## config.mk

```make
export PLATFORM = sky130hd
export DESIGN_NAME = two_stage_feedback_byte_cipher_top
export DESIGN_NICKNAME = d
export VERILOG_FILES = /design/src/design/tsfbc_pkg.sv /design/src/design/tsfbc_csr.sv /design/src/design/tsfbc_core.sv /design/src/design/two_stage_feedback_byte_cipher_top.sv
export SDC_FILE = /design/constraint.sdc
export NUM_CORES = 1
export LEC_CHECK = 0
export BUFFER_PORTS_ARGS = -buffer_cell sky130_fd_sc_hd__buf_4
export CORE_ASPECT_RATIO = 1.5
export CORE_MARGIN = 1
export CORE_UTILIZATION = 45
export CTS_CLUSTER_SIZE = 16
export DETAILED_ROUTE_END_ITERATION = 16
export MAX_ROUTING_LAYER = met4
export PLACE_DENSITY = 0.58
export SYNTH_ARGS = -nofsm -noshare
export SYNTH_HDL_FRONTEND = slang
export SYNTH_SLANG_ARGS = --single-unit
```

## constraint.sdc

```tcl
create_clock -name clock -period 22.7 [get_ports clock]
set_input_delay 2.27 -clock clock [delete_from_list [all_inputs] [get_ports clock]]
set_output_delay 2.27 -clock clock [all_outputs]
set_load 0.03 [all_outputs]
```

## src/design/tsfbc_pkg.sv

```systemverilog
`timescale 1ns / 1ps
// ---------------------------------------------------------------------------
// tsfbc_pkg
// Shared types and constants for the two-stage feedback byte cipher.
// ---------------------------------------------------------------------------
package tsfbc_pkg;

   localparam int unsigned KEY_W  = 16;
   localparam int unsigned BYTE_W = 8;
   localparam int unsigned ADDR_W = 5;
   localparam int unsigned DATA_W = 32;

   // register reset values
   localparam logic [KEY_W-1:0] FIRST_MUL_RST  = 16'hCE6D;
   localparam logic [KEY_W-1:0] FIRST_ADD_RST  = 16'h58BF;
   localparam logic [KEY_W-1:0] SECOND_MUL_RST = 16'h310F;
   localparam logic [KEY_W-1:0] SECOND_ADD_RST = 16'h3A4E;

   // key derivation offsets at message start
   localparam logic [KEY_W-1:0] FIRST_SEED_OFS  = 16'h000C;
   localparam logic [KEY_W-1:0] SECOND_SEED_OFS = 16'h000B;

   // register index (byte address / 4)
   typedef enum logic [2:0] {
      REG_SEED_WORD   = 3'd0,
      REG_SEED_BYTE   = 3'd1,
      REG_DECODE_MODE = 3'd2,
      REG_FIRST_MUL   = 3'd3,
      REG_FIRST_ADD   = 3'd4,
      REG_SECOND_MUL  = 3'd5,
      REG_SECOND_ADD  = 3'd6
   } reg_index_type;

   typedef struct packed {
      logic [KEY_W-1:0]  seed_word;
      logic [BYTE_W-1:0] seed_byte;
      logic              decode_mode;
      logic [KEY_W-1:0]  first_mul;
      logic [KEY_W-1:0]  first_add;
      logic [KEY_W-1:0]  second_mul;
      logic [KEY_W-1:0]  second_add;
   } cfg_type;

   typedef struct packed {
      logic [KEY_W-1:0] first_key;
      logic [KEY_W-1:0] second_key;
   } keys_type;

endpackage

```

## src/design/tsfbc_csr.sv

```systemverilog
`timescale 1ns / 1ps
// ---------------------------------------------------------------------------
// tsfbc_csr
// APB-style register file holding seeds, mode and key update constants.
// ---------------------------------------------------------------------------
module tsfbc_csr (
   input  logic                          clock,
   input  logic                          reset,
   input  logic                          csr_psel,
   input  logic                          csr_penable,
   input  logic                          csr_pwrite,
   input  logic [tsfbc_pkg::ADDR_W-1:0]  csr_paddr,
   input  logic [tsfbc_pkg::DATA_W-1:0]  csr_pwdata,
   output logic [tsfbc_pkg::DATA_W-1:0]  csr_prdata,
   output logic                          csr_pready,
   output tsfbc_pkg::cfg_type            cfg
);

   tsfbc_pkg::cfg_type       cfg_ff;
   tsfbc_pkg::reg_index_type idx;
   logic                     wr_en;

   assign idx        = tsfbc_pkg::reg_index_type'(csr_paddr[4:2]);
   assign csr_pready = 1'b1;
   assign wr_en      = csr_psel && csr_penable && csr_pwrite;
   assign cfg        = cfg_ff;

   always_ff @(posedge clock) begin
      if (reset) begin
         cfg_ff.seed_word   <= '0;
         cfg_ff.seed_byte   <= '0;
         cfg_ff.decode_mode <= 1'b0;
         cfg_ff.first_mul   <= tsfbc_pkg::FIRST_MUL_RST;
         cfg_ff.first_add   <= tsfbc_pkg::FIRST_ADD_RST;
         cfg_ff.second_mul  <= tsfbc_pkg::SECOND_MUL_RST;
         cfg_ff.second_add  <= tsfbc_pkg::SECOND_ADD_RST;
      end else if (wr_en) begin
         case (idx)
            tsfbc_pkg::REG_SEED_WORD:   cfg_ff.seed_word   <= csr_pwdata[15:0];
            tsfbc_pkg::REG_SEED_BYTE:   cfg_ff.seed_byte   <= csr_pwdata[7:0];
            tsfbc_pkg::REG_DECODE_MODE: cfg_ff.decode_mode <= csr_pwdata[0];
            tsfbc_pkg::REG_FIRST_MUL:   cfg_ff.first_mul   <= csr_pwdata[15:0];
            tsfbc_pkg::REG_FIRST_ADD:   cfg_ff.first_add   <= csr_pwdata[15:0];
            tsfbc_pkg::REG_SECOND_MUL:  cfg_ff.second_mul  <= csr_pwdata[15:0];
            tsfbc_pkg::REG_SECOND_ADD:  cfg_ff.second_add  <= csr_pwdata[15:0];
            default: ;
         endcase
      end
   end

   always_comb begin
      csr_prdata = '0;
      case (idx)
         tsfbc_pkg::REG_SEED_WORD:   csr_prdata[15:0] = cfg_ff.seed_word;
         tsfbc_pkg::REG_SEED_BYTE:   csr_prdata[7:0]  = cfg_ff.seed_byte;
         tsfbc_pkg::REG_DECODE_MODE: csr_prdata[0]    = cfg_ff.decode_mode;
         tsfbc_pkg::REG_FIRST_MUL:   csr_prdata[15:0] = cfg_ff.first_mul;
         tsfbc_pkg::REG_FIRST_ADD:   csr_prdata[15:0] = cfg_ff.first_add;
         tsfbc_pkg::REG_SECOND_MUL:  csr_prdata[15:0] = cfg_ff.second_mul;
         tsfbc_pkg::REG_SECOND_ADD:  csr_prdata[15:0] = cfg_ff.second_add;
         default: ;
      endcase
   end

endmodule

```

## src/design/tsfbc_core.sv

```systemverilog
`timescale 1ns / 1ps
// ---------------------------------------------------------------------------
// tsfbc_core
// Single-pass datapath: both XOR stages and both key updates for one byte.
// ---------------------------------------------------------------------------
module tsfbc_core (
   input  tsfbc_pkg::cfg_type                cfg,
   input  logic                              in_message,
   input  tsfbc_pkg::keys_type               keys,
   input  logic [tsfbc_pkg::BYTE_W-1:0]      data_byte,
   output logic [tsfbc_pkg::BYTE_W-1:0]      result_byte,
   output tsfbc_pkg::keys_type               keys_next
);

   logic [tsfbc_pkg::KEY_W-1:0]  k1, k2;
   logic [tsfbc_pkg::BYTE_W-1:0] mid, c1, c2;
   logic [tsfbc_pkg::KEY_W-1:0]  sum1, sum2;

   // message start: keys come from the seeds
   always_comb begin
      if (in_message) begin
         k1 = keys.first_key;
         k2 = keys.second_key;
      end else begin
         k1 = cfg.seed_word + tsfbc_pkg::FIRST_SEED_OFS;
         k2 = cfg.seed_word - {8'd0, cfg.seed_byte} + tsfbc_pkg::SECOND_SEED_OFS;
      end
   end

   always_comb begin
      if (cfg.decode_mode) begin
         mid         = data_byte ^ k2[15:8];
         result_byte = mid ^ k1[15:8];
         c2          = data_byte;
         c1          = mid;
      end else begin
         mid         = data_byte ^ k1[15:8];
         result_byte = mid ^ k2[15:8];
         c1          = mid;
         c2          = result_byte;
      end
   end

   // key update, mod 2^16 throughout
   assign sum1 = k1 + {8'd0, c1};
   assign sum2 = k2 + {8'd0, c2};
   assign keys_next.first_key  = sum1 * cfg.first_mul + cfg.first_add;
   assign keys_next.second_key = sum2 * cfg.second_mul + cfg.second_add;

endmodule

```

## src/design/two_stage_feedback_byte_cipher_top.sv

```systemverilog
`timescale 1ns / 1ps
// ---------------------------------------------------------------------------
// two_stage_feedback_byte_cipher_top
// Byte stream cipher with two cascaded 16-bit key-feedback stages.
// ---------------------------------------------------------------------------
// Usage:
//  - req_* carries one byte per beat, req_tlast closes a message. rsp_*
//    returns one byte per beat with rsp_tlast copied from the request.
//  - csr_* is an APB-style port; register i at byte address 4*i. Write
//    registers only while no beats are in flight.
//  - A beat is taken into an input register; both stages and both key
//    updates then run combinationally and the result lands in the output
//    register, which drives rsp_tvalid. A response can thus be taken only
//    after its beat has passed through both registers.
//  - Throughput is one beat per cycle while rsp_tready is high; the limit
//    is the key feedback loop (add, 16x16 multiply, add) via key registers.
//  - The first beat of every message loads the keys from seed_word and
//    seed_byte; the beat after a tlast beat starts a new message.
//  - If rsp_tready is low the output register holds, the input register
//    fills, and req_tready drops; nothing is lost.
//  - Synchronous reset empties both registers, clears the keys and the
//    message flag, and restores the register defaults.
// ---------------------------------------------------------------------------
module two_stage_feedback_byte_cipher_top (
   input  logic        clock,
   input  logic        reset,
   // request: tdata[7:0] = data_byte; tlast = last_byte
   input  logic        req_tvalid,
   output logic        req_tready,
   input  logic [7:0]  req_tdata,
   input  logic        req_tlast,
   // response: tdata[7:0] = result_byte; tlast = result_last
   output logic        rsp_tvalid,
   input  logic        rsp_tready,
   output logic [7:0]  rsp_tdata,
   output logic        rsp_tlast,
   // configuration
   input  logic        csr_psel,
   input  logic        csr_penable,
   input  logic        csr_pwrite,
   input  logic [4:0]  csr_paddr,
   input  logic [31:0] csr_pwdata,
   output logic [31:0] csr_prdata,
   output logic        csr_pready
);

   tsfbc_pkg::cfg_type  cfg;
   tsfbc_pkg::keys_type keys_ff, keys_in;

   // input register
   logic       in_valid_ff;
   logic [7:0] in_data_ff;
   logic       in_last_ff;

   // output register
   logic       out_valid_ff;
   logic [7:0] out_data_ff, out_data_in;
   logic       out_last_ff;

   logic       in_message_ff;
   logic       advance;   // input register moves to output register
   logic       req_take;

   tsfbc_csr u_csr (
      .clock       (clock),
      .reset       (reset),
      .csr_psel    (csr_psel),
      .csr_penable (csr_penable),
      .csr_pwrite  (csr_pwrite),
      .csr_paddr   (csr_paddr),
      .csr_pwdata  (csr_pwdata),
      .csr_prdata  (csr_prdata),
      .csr_pready  (csr_pready),
      .cfg         (cfg)
   );

   tsfbc_core u_core (
      .cfg         (cfg),
      .in_message  (in_message_ff),
      .keys        (keys_ff),
      .data_byte   (in_data_ff),
      .result_byte (out_data_in),
      .keys_next   (keys_in)
   );

   assign advance    = in_valid_ff && (!out_valid_ff || rsp_tready);
   assign req_tready = !in_valid_ff || advance;
   assign req_take   = req_tvalid && req_tready;

   // input register
   always_ff @(posedge clock) begin
      if (reset) begin
         in_valid_ff <= 1'b0;
      end else if (req_take) begin
         in_valid_ff <= 1'b1;
      end else if (advance) begin
         in_valid_ff <= 1'b0;
      end
   end

   always_ff @(posedge clock) begin
      if (req_take) begin
         in_data_ff <= req_tdata;
         in_last_ff <= req_tlast;
      end
   end

   // output register
   always_ff @(posedge clock) begin
      if (reset) begin
         out_valid_ff <= 1'b0;
      end else if (advance) begin
         out_valid_ff <= 1'b1;
      end else if (rsp_tready) begin
         out_valid_ff <= 1'b0;
      end
   end

   always_ff @(posedge clock) begin
      if (advance) begin
         out_data_ff <= out_data_in;
         out_last_ff <= in_last_ff;
      end
   end

   // key state moves with each processed beat
   always_ff @(posedge clock) begin
      if (reset) begin
         keys_ff       <= '0;
         in_message_ff <= 1'b0;
      end else if (advance) begin
         keys_ff       <= keys_in;
         in_message_ff <= !in_last_ff;
      end
   end

   assign rsp_tvalid = out_valid_ff;
   assign rsp_tdata  = out_data_ff;
   assign rsp_tlast  = out_last_ff;

   // ------------------------------------------------------------------------
   // assertions
   // ------------------------------------------------------------------------
   a_last_ends_msg: assert property (@(posedge clock) disable iff (reset)
      advance && in_last_ff |=> !in_message_ff)
      else $error("message flag still set after last beat");

   a_beat_opens_msg: assert property (@(posedge clock) disable iff (reset)
      advance && !in_last_ff |=> in_message_ff)
      else $error("message flag clear after a non-last beat");

   a_empty_ready: assert property (@(posedge clock) disable iff (reset)
      !in_valid_ff |-> req_tready)
      else $error("empty input register but request not ready");

   a_keys_hold: assert property (@(posedge clock) disable iff (reset)
      !advance |=> $stable(keys_ff))
      else $error("keys changed without a processed beat");

endmodule

```

# --- Word-level counts from Yosys, hierarchy flattened ---
# Index checks and enable logic that the tools add are counted.
classes:
  multipliers: 2
  n_eq_ne: 6
  muxes: 12
  add_sub_neg: 7
  reduce_logical: 19
  n_bitwise: 4
ops:
  columns: ["op", "n"]
  rows:
  - ["$pmux 7 s6", 1]
  - ["$pmux 8 s5", 1]
  - ["$add 16x16->16", 2]
  - ["$add 16x4->16 const B", 2]
  - ["$add 16x8->16", 2]
  - ["$mul 16x16->16", 2]
  - ["$mux 16", 2]
  - ["$xor 8x8->8", 4]
  - ["$mux 8", 3]
  - ["$sub 16x8->16", 1]
  - ["$reduce_and 2->1", 7]
  - ["$eq 3x3->1 const B", 3]
  - ["$pmux 1 s7", 1]
  - ["$eq 3x2->1 const B", 2]
  - ["$logic_and 1x1->1", 4]
  - ["$mux 1", 4]
  - ["$reduce_bool 2->1", 2]
  - ["$eq 3x1->1 const B", 1]
  - ["$logic_not 1->1", 3]
  - ["$logic_not 3->1", 1]
  - ["$logic_or 1x1->1", 2]
word_totals:
  register_bits: 142
  out_inout_bits: 44
  wordCells: 66

# --- Longest topological paths before layout ---
depth:
  ltp_word: 8
  ltp_mapped: 42

# --- Hierarchy ---
# From an unflattened synthesis, not the netlist that was laid out.
unflattened:
  cells_unflattened: 2078
  hier_area_um2: 17998.5
modules_own_cells:
  columns: ["mod", "n_inst", "area_per_inst_um2", "cells_each"]
  rows:
  - ["tsfbc_core", 1, 11700.0, 1438]
  - ["tsfbc_csr", 1, 4381.7, 462]
  - ["two_stage_feedback_byte_cipher_top", 1, 1916.8, 178]

# --- Least setup slack after synthesis ---
# No wires, ideal clock.
synth_path:
  path_type: "reg2reg"
  startpoint: "reg u_csr.cfg_ff, in the netlist u_csr.cfg[66]"
  endpoint: "reg keys_ff[15] (netlist bit)"
  stages_incl_launch_ff: 40
  required_time_ps: 22621
  period_less_slack_ps: 9416
  slack_ps: 13284
  n_path_buf: 0
  setup_ps: 79
  t_arrival_ps: 9337
  cell_sequence: "dfxtp_1 inv_1 ha_1 ha_1 inv_1 fa_1 nor2b_1 o31a_1 o2111ai_2 a21oi_1 o21a_1 o21ai_0 o2bb2ai_1 or2_2 xnor2_1 mux2_2 ha_1 nand2_1 [4 not listed] fa_1 inv_1 fa_1 fa_1 inv_1 fa_1 fa_1 inv_1 fa_1 inv_1 ha_1 nand3_1 nand4b_1 a21o_1 a21oi_1 xnor3_1 xnor3_1 a211oi_2"
synth_between:
  elab_chain_cells: 8
synth_lines:
  columns: ["element", "line", "text"]
  rows:
  - ["start: declaration", "tsfbc_csr.sv:19", "tsfbc_pkg::cfg_type cfg_ff;"]
  - ["$sub 16x8->16 (*)", "tsfbc_core.sv:26", "k2 = cfg.seed_word - {8'd0, cfg.seed_byte} + tsfbc_pkg::SECOND_SEED_OFS;"]
  - ["$add 16x4->16 (*)", "tsfbc_core.sv:26", null]
  - ["$mux 16 (*)", "tsfbc_core.sv:21", "if (in_message) begin"]
  - ["$xor 8x8->8", "tsfbc_core.sv:38", "result_byte = mid ^ k2[15:8];"]
  - ["$mux 8", "tsfbc_core.sv:31", "if (cfg.decode_mode) begin"]
  - ["$add 16x8->16 (*)", "tsfbc_core.sv:46", "assign sum2 = k2 + {8'd0, c2};"]
  - ["$mul 16x16->16 (*)", "tsfbc_core.sv:48", "assign keys_next.second_key = sum2 * cfg.second_mul + cfg.second_add;"]
  - ["$add 16x16->16 (*)", "tsfbc_core.sv:48", null]
  - ["end signal: assignment", "two_stage_feedback_byte_cipher_top.sv:132", "keys_ff <= keys_in;"]
  - ["end: declaration", "two_stage_feedback_byte_cipher_top.sv:48", "tsfbc_pkg::keys_type keys_ff, keys_in;"]
# Every way passes the cells marked *; elsewhere a longest branch is shown, timed or not.
# A chain may end at the register's enable or synchronous reset.

# --- Worst setup path after layout ---
layout_path:
  startpoint: "reg u_csr.cfg_ff, in the netlist u_csr.cfg[75]"
  endpoint: "reg keys_ff[15] (netlist bit)"
layout_between:
  elab_chain_cells: 8
  word_cells_on_any_way: 11
layout_lines:
  columns: ["element", "line"]
  rows:
  - ["$sub 16x8->16 / $add 16x4->16 (equally long branches)", "tsfbc_core.sv:26, tsfbc_core.sv:25"]
  - ["$add 16x4->16 / $mux 16 (equally long branches)", "tsfbc_core.sv:26, tsfbc_core.sv:21"]
  - ["$mux 16 / $xor 8x8->8 (equally long branches)", "tsfbc_core.sv:21, tsfbc_core.sv:37"]
  - ["$xor 8x8->8", "tsfbc_core.sv:38"]
  - ["$mux 8", "tsfbc_core.sv:31"]
  - ["$add 16x8->16 (*)", "tsfbc_core.sv:46"]
  - ["$mul 16x16->16 (*)", "tsfbc_core.sv:48"]
  - ["$add 16x16->16 (*)", "tsfbc_core.sv:48"]
# Marks and branches as above.

==> metrics.yaml <==
floorplanning:
  fp.dieW_um: 163
  die_h_um: 244
  core_um2: 38400
  ios: 97
  start_util_pct: 45.5
  row_count: 88
  dieArea_um2: 39700
clocking:
  htree_levels: 4
  cts_resized: 0
  path_clk_slew_ns: 0.07
  cts_tree: "built"
  ctsLongestPathBuffers: 2
  root_buffer: "clkbuf_16"
  post_cts_buffers: 0
  numCtsBuffers: 17
  ctsHoldBuffers: 0
  clock-sinks: 142
  clock_latency_ns: 0.45
setup_path:
  startpoint_type: "flop"
  cp_max_fo: 8
  crit_buf_inv: 6
  cp_data_required_time_ns: 23.08
  worst-setup-path-type: "flop to flop"
  arrival_ns: 11.45
  max_stage_delay_ns: 0.75
  cp_top_family: "adder cells"
  cp_slowest_cell: "xor2_1"
  worstSetupEndpointType: "flop"
  crit_top_cell: "fa_1"
place:
  dpl_cell_area_um2: 18300
  hpwl_um: 40800
  place.gp.congestion: 0.934
  io_buffers: 61
detailed_routing:
  vias_per_cell: 5.37
  drt_iter0_markers: 815
  drc: 0
  dr.pass1.iters: 6
  route.vias.total: 14000
  wl_per_cell_um: 19.4
  drt_wl_total_um: 50600
  postRouteAntennaNets: 0
logic_synthesis:
  synth_edf_count: 18
  ys_types: 78
  synth_ff_type: "dfxtp_1"
  synth_area_leaders: "fa_1 (22%), dfxtp_1 (14%), ha_1 (11%)"
  synth_top_area_share_pct: 21.8
  synth-seq-area-share_pct: 17.3
  ys_warn_count: 0
  yosys.area.top_type: "fa_1"
  syn_avg_cell_area_um2: 8.36
  synthArstFlopShare_pct: 0
  synthesis.area_um2: 17500
  synthCells: 2093
  ys_ff_latch: 142
cells_and_area:
  most-common-layout-cells: "inv_1 (338), nand2_1 (314), fa_1 (191), ha_1 (149), a21oi_1 (127)"
  drive_above_1_share_pct: 7.19
  final_area_um2: 18900
  nets: 2493
  n_fill_cell: 3705
  final_common_cell: "inv_1"
  area_growth_pct: 8.08
  antenna-diode-count: 0
sta:
  max_freq_mhz: 90.3
  tightest_slew_ns: 1.24
  fin_crit_ns: 11.08
  drv_slew: 0
  hold_viol: 0
  fin_crit_sh_pct: 48.8
  slew_headroom_pct: 17.0
  clock_skew_ns: 0.0104
  rsz0062_at_grt: "no"
  fin_setup_tns_ns: 0
  setup_viol: 0
global_routing:
  grt.overflow.total: 0
  grt_max_degree: 70
  grt_first_pass_wirelength_um: 79900
  grt_pass1_vias: 14400
  track_usage_pct: 27.4
  antenna_found_initial: 0
run:
  cap_viol_max_count: 0
status:
  outcome: "finished, final reports clean"
min_path:
  min_path_type: "flop to flop"
==> worst reg2reg max path: cells and delay by family (launching register included) <==
family,cells,cell delay [ns]
buffers and inverters,6,0.41
and+or+nand+nor,4,0.66
DFF,1,0.54
adders and majority gates,11,4.51
xor gates and xnor gates,4,1.79
muxes,1,0.34
AOI/OAI and AO/OA,10,2.75
==> path summary, 6_finish.rpt <==
kind,startpoint,to,slack [ns],depth (start not counted)
min,keys_ff[27],keys_ff[27],0.46,2
max reg2reg,u_csr.cfg[75],keys_ff[15],11.62,36
max,u_csr.cfg[75],keys_ff[15],11.62,36
min reg2reg,keys_ff[27],keys_ff[27],0.46,2
==> per-stage QoR <==
stage               std cells  hold slack (ns)  util (%)  setup WS (ns)
finish                   2608            0.455      49.2          11.62
global route             2608            0.472      49.2          11.23
CTS                      2608            0.452      49.2          11.68
detailed placement       2576            0.444      47.7          11.73
global placement         2576            0.436      47.7          11.83
floorplan                2108            0.427         -          13.28
==> Yosys cell counts (3+ instances only) <==
cell type / n
a211o_1: 27
a211oi_1: 8
a21o_1: 14
a21oi_1: 127
a221oi_1: 12
a22oi_1: 5
and2_1: 104
and3_1: 10
buf_1: 6
buf_2: 4
buf_4: 18
clkbuf_1: 80
dfxtp_1: 124
edfxtp_1: 18
fa_1: 191
ha_1: 149
inv_1: 338
mux2_2: 14
mux2i_1: 42
nand2_1: 314
nand2b_1: 17
nand3_1: 11
nand3b_1: 19
nand4_1: 7
nor2_1: 98
nor2b_1: 41
nor3_1: 15
nor3b_1: 3
o211ai_1: 8
o21a_1: 11
o21ai_0: 43
o21ai_1: 4
o21bai_1: 12
o31a_1: 5
o31ai_1: 4
or3_1: 9
xnor2_1: 93
xnor3_1: 6
xor2_1: 28
==> sequential cells by signal, summed over array words and instances (netlist names) <==
name and flops:
u_csr.cfg 89, rsp_tlast 1, in_message_ff 1, in_valid_ff 1, rsp_tdata 8, in_data_ff 8, keys_ff 32, rsp_tvalid 1
in_last_ff 1
==> metal layers <==
layer | GRT usage, % | vias up | wire length (um)
met5 | - | - | 0
met4 | 13.5 | 0 | 2370
met3 | 2.28 | 106 | 1290
met2 | 49.4 | 283 | 27200
met1 | 29.9 | 6975 | 19700
li1 | - | 6652 | -
==> cell families after synthesis <==
family	after synthesis	share of synthesized area, %
buffers and inverters	450	10.1
AOI/OAI and AO/OA	309	11.6
adders and majority gates	340	32.5
xor gates and xnor gates	127	6.83
DFF	142	17.3
and+or+nand+nor	665	18.1
other	2	0.0429
muxes	58	3.56
==> cell type report <==
class                           count  area (um2)  share of cell area (%)
Inverter                          340        1280                    6.75
Sequential cell                   142        3020                    16.0
Tap cell                          495         619                    3.27
Clock buffer                       19         453                    2.39
Timing Repair Buffer               83         623                    3.29
Multi-Input combinational cell   1516       12800                    67.6
Clock inverter                     13         141                   0.747
Power is left out: the tool's default activity adds up to more than one toggle a clock period on the data nets, which glitch-free logic cannot reach.
